===== config.mk =====
export PLATFORM = sky130hd
export DESIGN_NAME = stepper_step_pulse_generator_core
export DESIGN_NICKNAME = d
export VERILOG_FILES = /design/src/rtl/stspg_pkg.sv /design/src/rtl/stspg_cfg_regs.sv /design/src/rtl/stspg_core.sv /design/src/rtl/stepper_step_pulse_generator_core.sv
export SDC_FILE = /design/constraint.sdc
export NUM_CORES = 1
export LEC_CHECK = 0
export BUFFER_PORTS_ARGS = -buffer_cell sky130_fd_sc_hd__buf_2
export CAP_MARGIN = 10
export CORE_MARGIN = 5
export CORE_UTILIZATION = 60
export DETAILED_ROUTE_END_ITERATION = 12
export PLACE_DENSITY_LB_ADDON = 0.12
export RECOVER_POWER = 25
export SLEW_MARGIN = 20
export SYNTH_ARGS = -nofsm -noshare
export SYNTH_HDL_FRONTEND = slang
export SYNTH_SLANG_ARGS = --single-unit
export TNS_END_PERCENT = 10

===== constraint.sdc =====
create_clock -name clk_i -period 15.6 [get_ports clk_i]
set_input_delay 2.34 -clock clk_i [delete_from_list [all_inputs] [get_ports clk_i]]
set_output_delay 2.34 -clock clk_i [all_outputs]
set_load 0.02 [all_outputs]

===== src/rtl/stspg_pkg.sv =====
// shared types and constants for the step/direction pulse generator
package stspg_pkg;

  localparam int unsigned DataWidth = 32;
  localparam int unsigned PulseWidth = 16;
  localparam int unsigned CfgAddrWidth = 3;

  typedef enum logic [1:0] {
    PH_IDLE  = 2'd0,
    PH_HIGH  = 2'd1,
    PH_LOW   = 2'd2,
    PH_DELAY = 2'd3
  } phase_e;

  typedef enum logic [CfgAddrWidth-1:0] {
    CFG_DRIVE_ENABLED     = 3'd0,
    CFG_SPEED_INTERVAL_US = 3'd1,
    CFG_SPEED_FORWARD     = 3'd2,
    CFG_PULSE_WIDTH_US    = 3'd3,
    CFG_STEP_DELAY_US     = 3'd4
  } cfg_reg_e;

  typedef struct packed {
    logic                  drive_enabled;
    logic [DataWidth-1:0]  speed_interval_us;
    logic                  speed_forward;
    logic [PulseWidth-1:0] pulse_width_us;
    logic [DataWidth-1:0]  step_delay_us;
  } cfg_t;

  typedef struct packed {
    logic                 step_level;
    logic                 dir_level;
    logic                 enable_level;
    logic                 step_started;
    logic                 move_busy;
    logic [DataWidth-1:0] position_now;
    logic [DataWidth-1:0] steps_issued;
  } res_t;

endpackage


===== src/rtl/stspg_cfg_regs.sv =====
// configuration register file with elapsed timer restart strobe
module stspg_cfg_regs
  import stspg_pkg::*;
(
  input  logic                    clk_i,
  input  logic                    rst_ni,
  input  logic                    cfg_we_i,
  input  logic [CfgAddrWidth-1:0] cfg_addr_i,
  input  logic [DataWidth-1:0]    cfg_wdata_i,
  output cfg_t                    cfg_o,
  output logic                    elapsed_clr_o
);

  cfg_t cfg_q, cfg_d;

  always_comb begin
    cfg_d         = cfg_q;
    elapsed_clr_o = 1'b0;
    if (cfg_we_i) begin
      case (cfg_addr_i)
        CFG_DRIVE_ENABLED: cfg_d.drive_enabled = cfg_wdata_i[0];
        CFG_SPEED_INTERVAL_US: begin
          cfg_d.speed_interval_us = cfg_wdata_i;
          elapsed_clr_o           = 1'b1;
        end
        CFG_SPEED_FORWARD: cfg_d.speed_forward = cfg_wdata_i[0];
        CFG_PULSE_WIDTH_US: cfg_d.pulse_width_us = cfg_wdata_i[PulseWidth-1:0];
        CFG_STEP_DELAY_US: cfg_d.step_delay_us = cfg_wdata_i;
        default: cfg_d = cfg_q;
      endcase
    end
  end

  always_ff @(posedge clk_i or negedge rst_ni) begin
    if (!rst_ni) begin
      cfg_q.drive_enabled     <= 1'b0;
      cfg_q.speed_interval_us <= '0;
      cfg_q.speed_forward     <= 1'b1;
      cfg_q.pulse_width_us    <= PulseWidth'(2);
      cfg_q.step_delay_us     <= '0;
    end else begin
      cfg_q <= cfg_d;
    end
  end

  assign cfg_o = cfg_q;

endmodule


===== src/rtl/stspg_core.sv =====
// pulse phase sequencer, position and pulse counters, timers
module stspg_core
  import stspg_pkg::*;
#(
  parameter int unsigned COUNT_WIDTH = 32
) (
  input  logic                 clk_i,
  input  logic                 rst_ni,
  input  cfg_t                 cfg_i,
  input  logic                 elapsed_clr_i,
  input  logic                 proc_i,
  input  logic                 kind_i,
  input  logic [DataWidth-1:0] move_steps_i,
  output res_t                 res_o
);

  localparam int unsigned CmpWidth = (COUNT_WIDTH > DataWidth) ? COUNT_WIDTH : DataWidth;
  localparam logic [COUNT_WIDTH-1:0] CntMax = {COUNT_WIDTH{1'b1}};

  phase_e                 phase_q, phase_d;
  logic [COUNT_WIDTH-1:0] ticks_q, ticks_d;
  logic [COUNT_WIDTH-1:0] elapsed_q, elapsed_d;
  logic [DataWidth-1:0]   left_q, left_d;
  logic [DataWidth-1:0]   pos_q, pos_d;
  logic [DataWidth-1:0]   total_q, total_d;
  logic                   dir_q, dir_d;
  logic                   move_q, move_d;
  logic                   start;
  logic                   neg;
  logic [DataWidth-1:0]   mag;
  logic [PulseWidth-1:0]  width;

  function automatic logic [COUNT_WIDTH-1:0] sat_inc(input logic [COUNT_WIDTH-1:0] v);
    return (v == CntMax) ? v : v + COUNT_WIDTH'(1);
  endfunction

  function automatic logic reached(input logic [COUNT_WIDTH-1:0] cnt,
                                   input logic [DataWidth-1:0]   lim);
    return (CmpWidth'(cnt) >= CmpWidth'(lim)) || (cnt == CntMax);
  endfunction

  assign width = (cfg_i.pulse_width_us == '0) ? PulseWidth'(1) : cfg_i.pulse_width_us;
  assign neg   = move_steps_i[DataWidth-1];
  assign mag   = neg ? (DataWidth'(0) - move_steps_i) : move_steps_i;

  // next state
  always_comb begin
    phase_d   = phase_q;
    ticks_d   = ticks_q;
    elapsed_d = elapsed_q;
    left_d    = left_q;
    pos_d     = pos_q;
    total_d   = total_q;
    dir_d     = dir_q;
    move_d    = move_q;
    start     = 1'b0;
    if (proc_i) begin
      if (kind_i) begin
        if (phase_q == PH_IDLE && move_steps_i != '0) begin
          dir_d = !neg;
          if (cfg_i.drive_enabled) begin
            move_d = 1'b1;
            left_d = mag - DataWidth'(1);
            start  = 1'b1;
          end
        end
      end else begin
        elapsed_d = sat_inc(elapsed_q);
        case (phase_q)
          PH_HIGH: begin
            ticks_d = sat_inc(ticks_q);
            if (reached(ticks_d, DataWidth'(width))) begin
              phase_d = PH_LOW;
              ticks_d = '0;
            end
          end
          PH_LOW, PH_DELAY: begin
            ticks_d = sat_inc(ticks_q);
            if ((phase_q == PH_LOW && reached(ticks_d, DataWidth'(width))) ||
                (phase_q == PH_DELAY && reached(ticks_d, cfg_i.step_delay_us))) begin
              ticks_d = '0;
              if (phase_q == PH_LOW && move_q && cfg_i.step_delay_us != '0) begin
                phase_d = PH_DELAY;
              end else if (move_q && left_q != '0 && cfg_i.drive_enabled) begin
                left_d = left_q - DataWidth'(1);
                start  = 1'b1;
              end else begin
                phase_d = PH_IDLE;
                move_d  = 1'b0;
                left_d  = '0;
              end
            end
          end
          default: begin
            if (cfg_i.drive_enabled && cfg_i.speed_interval_us != '0) begin
              dir_d = cfg_i.speed_forward;
              if (reached(elapsed_d, cfg_i.speed_interval_us)) begin
                elapsed_d = '0;
                move_d    = 1'b0;
                left_d    = '0;
                start     = 1'b1;
              end
            end
          end
        endcase
      end
      if (start) begin
        phase_d = PH_HIGH;
        ticks_d = '0;
        total_d = total_q + DataWidth'(1);
        pos_d   = dir_d ? pos_q + DataWidth'(1) : pos_q - DataWidth'(1);
      end
    end
    if (elapsed_clr_i) begin
      elapsed_d = '0;
    end
  end

  // result fields after the item is applied
  always_comb begin
    res_o.step_level   = (phase_d == PH_HIGH);
    res_o.dir_level    = dir_d;
    res_o.enable_level = !cfg_i.drive_enabled;
    res_o.step_started = start;
    res_o.move_busy    = (phase_d != PH_IDLE);
    res_o.position_now = pos_d;
    res_o.steps_issued = total_d;
  end

  always_ff @(posedge clk_i or negedge rst_ni) begin
    if (!rst_ni) begin
      phase_q   <= PH_IDLE;
      ticks_q   <= '0;
      elapsed_q <= '0;
      left_q    <= '0;
      pos_q     <= '0;
      total_q   <= '0;
      dir_q     <= 1'b0;
      move_q    <= 1'b0;
    end else begin
      phase_q   <= phase_d;
      ticks_q   <= ticks_d;
      elapsed_q <= elapsed_d;
      left_q    <= left_d;
      pos_q     <= pos_d;
      total_q   <= total_d;
      dir_q     <= dir_d;
      move_q    <= move_d;
    end
  end

  a_start_high: assert property (@(posedge clk_i) disable iff (!rst_ni)
    proc_i && start |=> phase_q == PH_HIGH)
    else $error("pulse start did not enter high phase");

  a_idle_clean: assert property (@(posedge clk_i) disable iff (!rst_ni)
    phase_q == PH_IDLE |-> !move_q && left_q == '0)
    else $error("idle with move state left over");

  a_total_step: assert property (@(posedge clk_i) disable iff (!rst_ni)
    1'b1 |=> total_q == $past(total_q) || total_q == $past(total_q) + DataWidth'(1))
    else $error("pulse total jumped");

  a_pos_tracks: assert property (@(posedge clk_i) disable iff (!rst_ni)
    total_q == $past(total_q) |-> pos_q == $past(pos_q))
    else $error("position moved without a pulse");

endmodule


===== src/rtl/stepper_step_pulse_generator_core.sv =====
// top level: input register, pulse sequencer, result register, config port
// Takes one item (tick or move request) per clock while the output is not stalled; each result
// is presented once the item has passed the input register and the single-pass state update
// into the result register. The input register holds its item only while a result is held
// with out_ready_i low, and a new transfer is refused only when that held item is present, so
// the sustained rate is one item per cycle when out_ready_i stays high. Configuration writes
// take effect at the next edge and must be made while idle; the block does not enforce this.
module stepper_step_pulse_generator_core
  import stspg_pkg::*;
#(
  parameter int unsigned COUNT_WIDTH = 32
) (
  input  logic                        clk_i,
  input  logic                        rst_ni,
  input  logic                        cfg_we_i,
  input  logic [CfgAddrWidth-1:0]     cfg_addr_i,
  input  logic [DataWidth-1:0]        cfg_wdata_i,
  input  logic                        in_valid_i,
  output logic                        in_ready_o,
  input  logic                        kind_i,
  input  logic signed [DataWidth-1:0] move_steps_i,
  output logic                        out_valid_o,
  input  logic                        out_ready_i,
  output logic                        step_level_o,
  output logic                        dir_level_o,
  output logic                        enable_level_o,
  output logic                        step_started_o,
  output logic                        move_busy_o,
  output logic signed [DataWidth-1:0] position_now_o,
  output logic [DataWidth-1:0]        steps_issued_o
);

  cfg_t                 cfg;
  logic                 elapsed_clr;
  logic                 s1_valid_q, s1_valid_d;
  logic                 kind_q;
  logic [DataWidth-1:0] steps_q;
  logic                 out_valid_q, out_valid_d;
  res_t                 res;
  res_t                 res_q;
  logic                 adv;
  logic                 in_fire;

  stspg_cfg_regs u_cfg (
    .clk_i,
    .rst_ni,
    .cfg_we_i,
    .cfg_addr_i,
    .cfg_wdata_i,
    .cfg_o         (cfg),
    .elapsed_clr_o (elapsed_clr)
  );

  stspg_core #(
    .COUNT_WIDTH (COUNT_WIDTH)
  ) u_core (
    .clk_i,
    .rst_ni,
    .cfg_i         (cfg),
    .elapsed_clr_i (elapsed_clr),
    .proc_i        (adv),
    .kind_i        (kind_q),
    .move_steps_i  (steps_q),
    .res_o         (res)
  );

  assign adv        = s1_valid_q && (!out_valid_q || out_ready_i);
  assign in_ready_o = !s1_valid_q || adv;
  assign in_fire    = in_valid_i && in_ready_o;

  always_comb begin
    s1_valid_d = s1_valid_q;
    if (in_fire) begin
      s1_valid_d = 1'b1;
    end else if (adv) begin
      s1_valid_d = 1'b0;
    end
    out_valid_d = out_valid_q;
    if (adv) begin
      out_valid_d = 1'b1;
    end else if (out_ready_i) begin
      out_valid_d = 1'b0;
    end
  end

  always_ff @(posedge clk_i or negedge rst_ni) begin
    if (!rst_ni) begin
      s1_valid_q  <= 1'b0;
      out_valid_q <= 1'b0;
    end else begin
      s1_valid_q  <= s1_valid_d;
      out_valid_q <= out_valid_d;
    end
  end

  always_ff @(posedge clk_i) begin
    if (in_fire) begin
      kind_q  <= kind_i;
      steps_q <= move_steps_i;
    end
    if (adv) begin
      res_q <= res;
    end
  end

  assign out_valid_o    = out_valid_q;
  assign step_level_o   = res_q.step_level;
  assign dir_level_o    = res_q.dir_level;
  assign enable_level_o = res_q.enable_level;
  assign step_started_o = res_q.step_started;
  assign move_busy_o    = res_q.move_busy;
  assign position_now_o = res_q.position_now;
  assign steps_issued_o = res_q.steps_issued;

  a_hold_stage: assert property (@(posedge clk_i) disable iff (!rst_ni)
    s1_valid_q && out_valid_q && !out_ready_i |=> s1_valid_q && out_valid_q)
    else $error("item dropped during output stall");

endmodule


==> results.tsv <==
metric	value	unit
dpl.cell_count	2728	
rsz0062_at_grt	false	
period_share	0.507	
vias	17300	
async_flop_share	0.709	
yosysMostFrequentCell	dfrtp_1	
place_area	22100	um^2
cp_top_family	buffers and inverters	
syn_inst	2214	
clock_latency	0.58	ns
die_area	39000	um^2
yosys_register_bits	350	
crit_path_end_kind	asynchronous set/reset pin	
clock.fmax	127	MHz
grt_pass1_vias	16500	
cts_hold_buf	0	
worst-slew-pin-transition	5.77	ns
path_depth	3	
hold_viol	0	
grt_max_degree	104	
fin_setup_tns	0	ns
peakVddDrop	0.109	mV
syn2layout_area_growth	11.6	%
required	16.17	ns
dpl.hpwl	38700	um
crit_type	input pin to asynchronous set/reset pin	
synthDistinctLibCells	87	
hold_ws	0.482	ns
layout_setup_ws	7.70	ns
nets	2502	
seq_area_frac_synth	0.439	
cts.sinks	350	
ff2ff_path_depth	19	
final_cells	2801	
antenna_found_initial	0	
post-cts-setup-buffers	0	
grt_overflow	0	
synthesis.area	21100	um^2
worstSetupStartpoint	rst_ni	
slew_headroom	-2.85	
cts_buffers	40	
setup_viol	0	
fin_area	23600	um^2
fin_crit	7.90	ns
grt_pass1_wl	86200	um
outcome	finished, violations left	
drc	0	
drv_cap	3	
crit_chain	clkbuf_1 > buf_4 > buf_4	
vias_per_cell	6.17	
fin_skew	0.0241	ns
avgSynthCellArea	9.54	um^2
arrival	8.47	ns
clockBufferDepth	3	
critPathBufInv	3	
grt.total_usage	0.270	
post-place-ws	9.15	ns
die_h	198	um
synth_top_area_frac	0.292	
io_pins	144	
synth-main-ff-cell	dfrtp_1	
drive_above_1_share	0.132	
cp_max_fo	103	
post_cts_resize_count	0	
place_congestion	0.948	
hold_class	flip-flop to flip-flop	
rrSetupSlack	8.90	ns
power_leakage	10.2	nW
drtPass1Iterations	5	
fp.coreArea	34600	um^2
die_w	198	um
antenna_left	0	
root_buffer	clkbuf_16	
synthTopCellsByCount	246 x dfrtp_1, 220 x nand2_1, 203 x o21ai_0	
reg2reg_from	u_core.ticks_q[0]$_DFFE_PN0P_	
diodes	0	
cts_tree	built	
r2r-end	steps_issued_o[21]$_DFFE_PP_	
synthTopCellsByArea	dfrtp_1 29%, edfxtp_1 15%, ha_1 6.7%	
row_count	68	
crit_end	u_cfg.cfg_o[4]$_DFFE_PN0P_	
h-tree-depth	2	
ys_warn_count	0	
cpPeakStageDelay	3.93	ns
violations	capacitance limit, slew limit	
synth_edf_count	102	
worst_path_most_repeated_cell	buf_4	
power_density	161	nW/um^2
path_clk_slew	0.06	ns
start_kind	input pin	
slew_violations	202	
dr.first_iter.drc_count	1256	
wl_per_cell	19.1	um
port-buffer-count	143	
crit_slowest_cell	clkbuf_1	
synth_top_cell_by_area	dfrtp_1	
wl	53600	um
syn-num-nets	2401	
start_util	0.610	
-- final cells by class --
cell class / count / area [um^2]
Fill cell: 2763 / 11100
Multi-Input combinational cell: 1630 / 10900
Sequential cell: 350 / 9270
Clock buffer: 51 / 1080
Timing Repair Buffer: 158 / 818
Tap cell: 455 / 569
Inverter: 135 / 507
Clock inverter: 22 / 367
-- power breakdown --
| part | total [mW] | switching [mW] | internal, mW |
|---|---|---|---|
| registers | 1.31 | 0.145 | 1.17 |
| clock network | 1.04 | 0.394 | 0.644 |
| logic | 1.44 | 0.856 | 0.587 |
-- layer usage --
layer	vias up	routed length, um	GRT usage
li1	8285	-	-
met1	8290	23500	0.385
met2	599	24500	0.424
met3	108	3910	0.0471
met4	0	1710	0.0842
met5	-	0	0
-- flip-flops by register name, summed over array words and instances, names as in the netlist --
signal,flops
u_cfg.cfg_o,82
position_now_o,32
steps_issued_o,32
steps_q,32
u_core.elapsed_q,32
u_core.left_q,32
u_core.pos_q,32
u_core.ticks_q,32
u_core.total_q,32
u_core.phase_q,2
dir_level_o,1
enable_level_o,1
kind_q,1
move_busy_o,1
out_valid_o,1
s1_valid_q,1
step_level_o,1
step_started_o,1
u_core.dir_q,1
u_core.move_q,1
-- how the worst min path moves through the flow --
| stage | start | endpoint | slack [ns] | cells after the start |
|---|---|---|---|---|
| 2_1_floorplan | u_core.pos_q[31]$_DFF_PN0_ | u_core.pos_q[31]$_DFF_PN0_ | 0.44 | 1 |
| 3_3_place_gp | u_core.total_q[31]$_DFF_PN0_ | u_core.total_q[31]$_DFF_PN0_ | 0.46 | 1 |
| 3_5_place_dp | u_core.total_q[31]$_DFF_PN0_ | u_core.total_q[31]$_DFF_PN0_ | 0.47 | 1 |
| 4_1_cts | u_core.pos_q[31]$_DFF_PN0_ | u_core.pos_q[31]$_DFF_PN0_ | 0.49 | 1 |
| 5_1_grt | u_core.pos_q[31]$_DFF_PN0_ | u_core.pos_q[31]$_DFF_PN0_ | 0.51 | 1 |
| 6_report | u_core.pos_q[31]$_DFF_PN0_ | u_core.pos_q[31]$_DFF_PN0_ | 0.48 | 1 |
-- layout by cell type, fill, tap and decap left out, drive strengths merged, types with 31 or more instances in the layout --
cell,n
dfrtp,246
o21ai,207
o31ai,31
xnor2,104
xor2,60
nand2,222
edfxtp,102
nor4,47
buf,154
inv,136
nand3,63
nand4,62
clkbuf,55
ha,113
nor2,133
a21oi,88
nor3,64
mux2,47
-- logic make-up (layout without fill, tap and decap cells) --
kind of cell	count (synthesis)	after routing	share of synthesized area
simple gates	762	762	0.190
compound gates	533	533	0.161
flops	350	350	0.439
buf+inv	234	366	0.0444
xor+xnor	164	164	0.0684
fa+ha+maj	114	114	0.0679
mux	57	57	0.0298
-- through the flow --
stage,utilization,power (mW)
after CTS,0.681,3.80
after floorplan,-,2.38
after global routing,0.680,4.04
after global placement,0.639,2.68
final,0.680,3.79
after detailed placement,0.639,2.74
(Power assumes the default switching activity.)
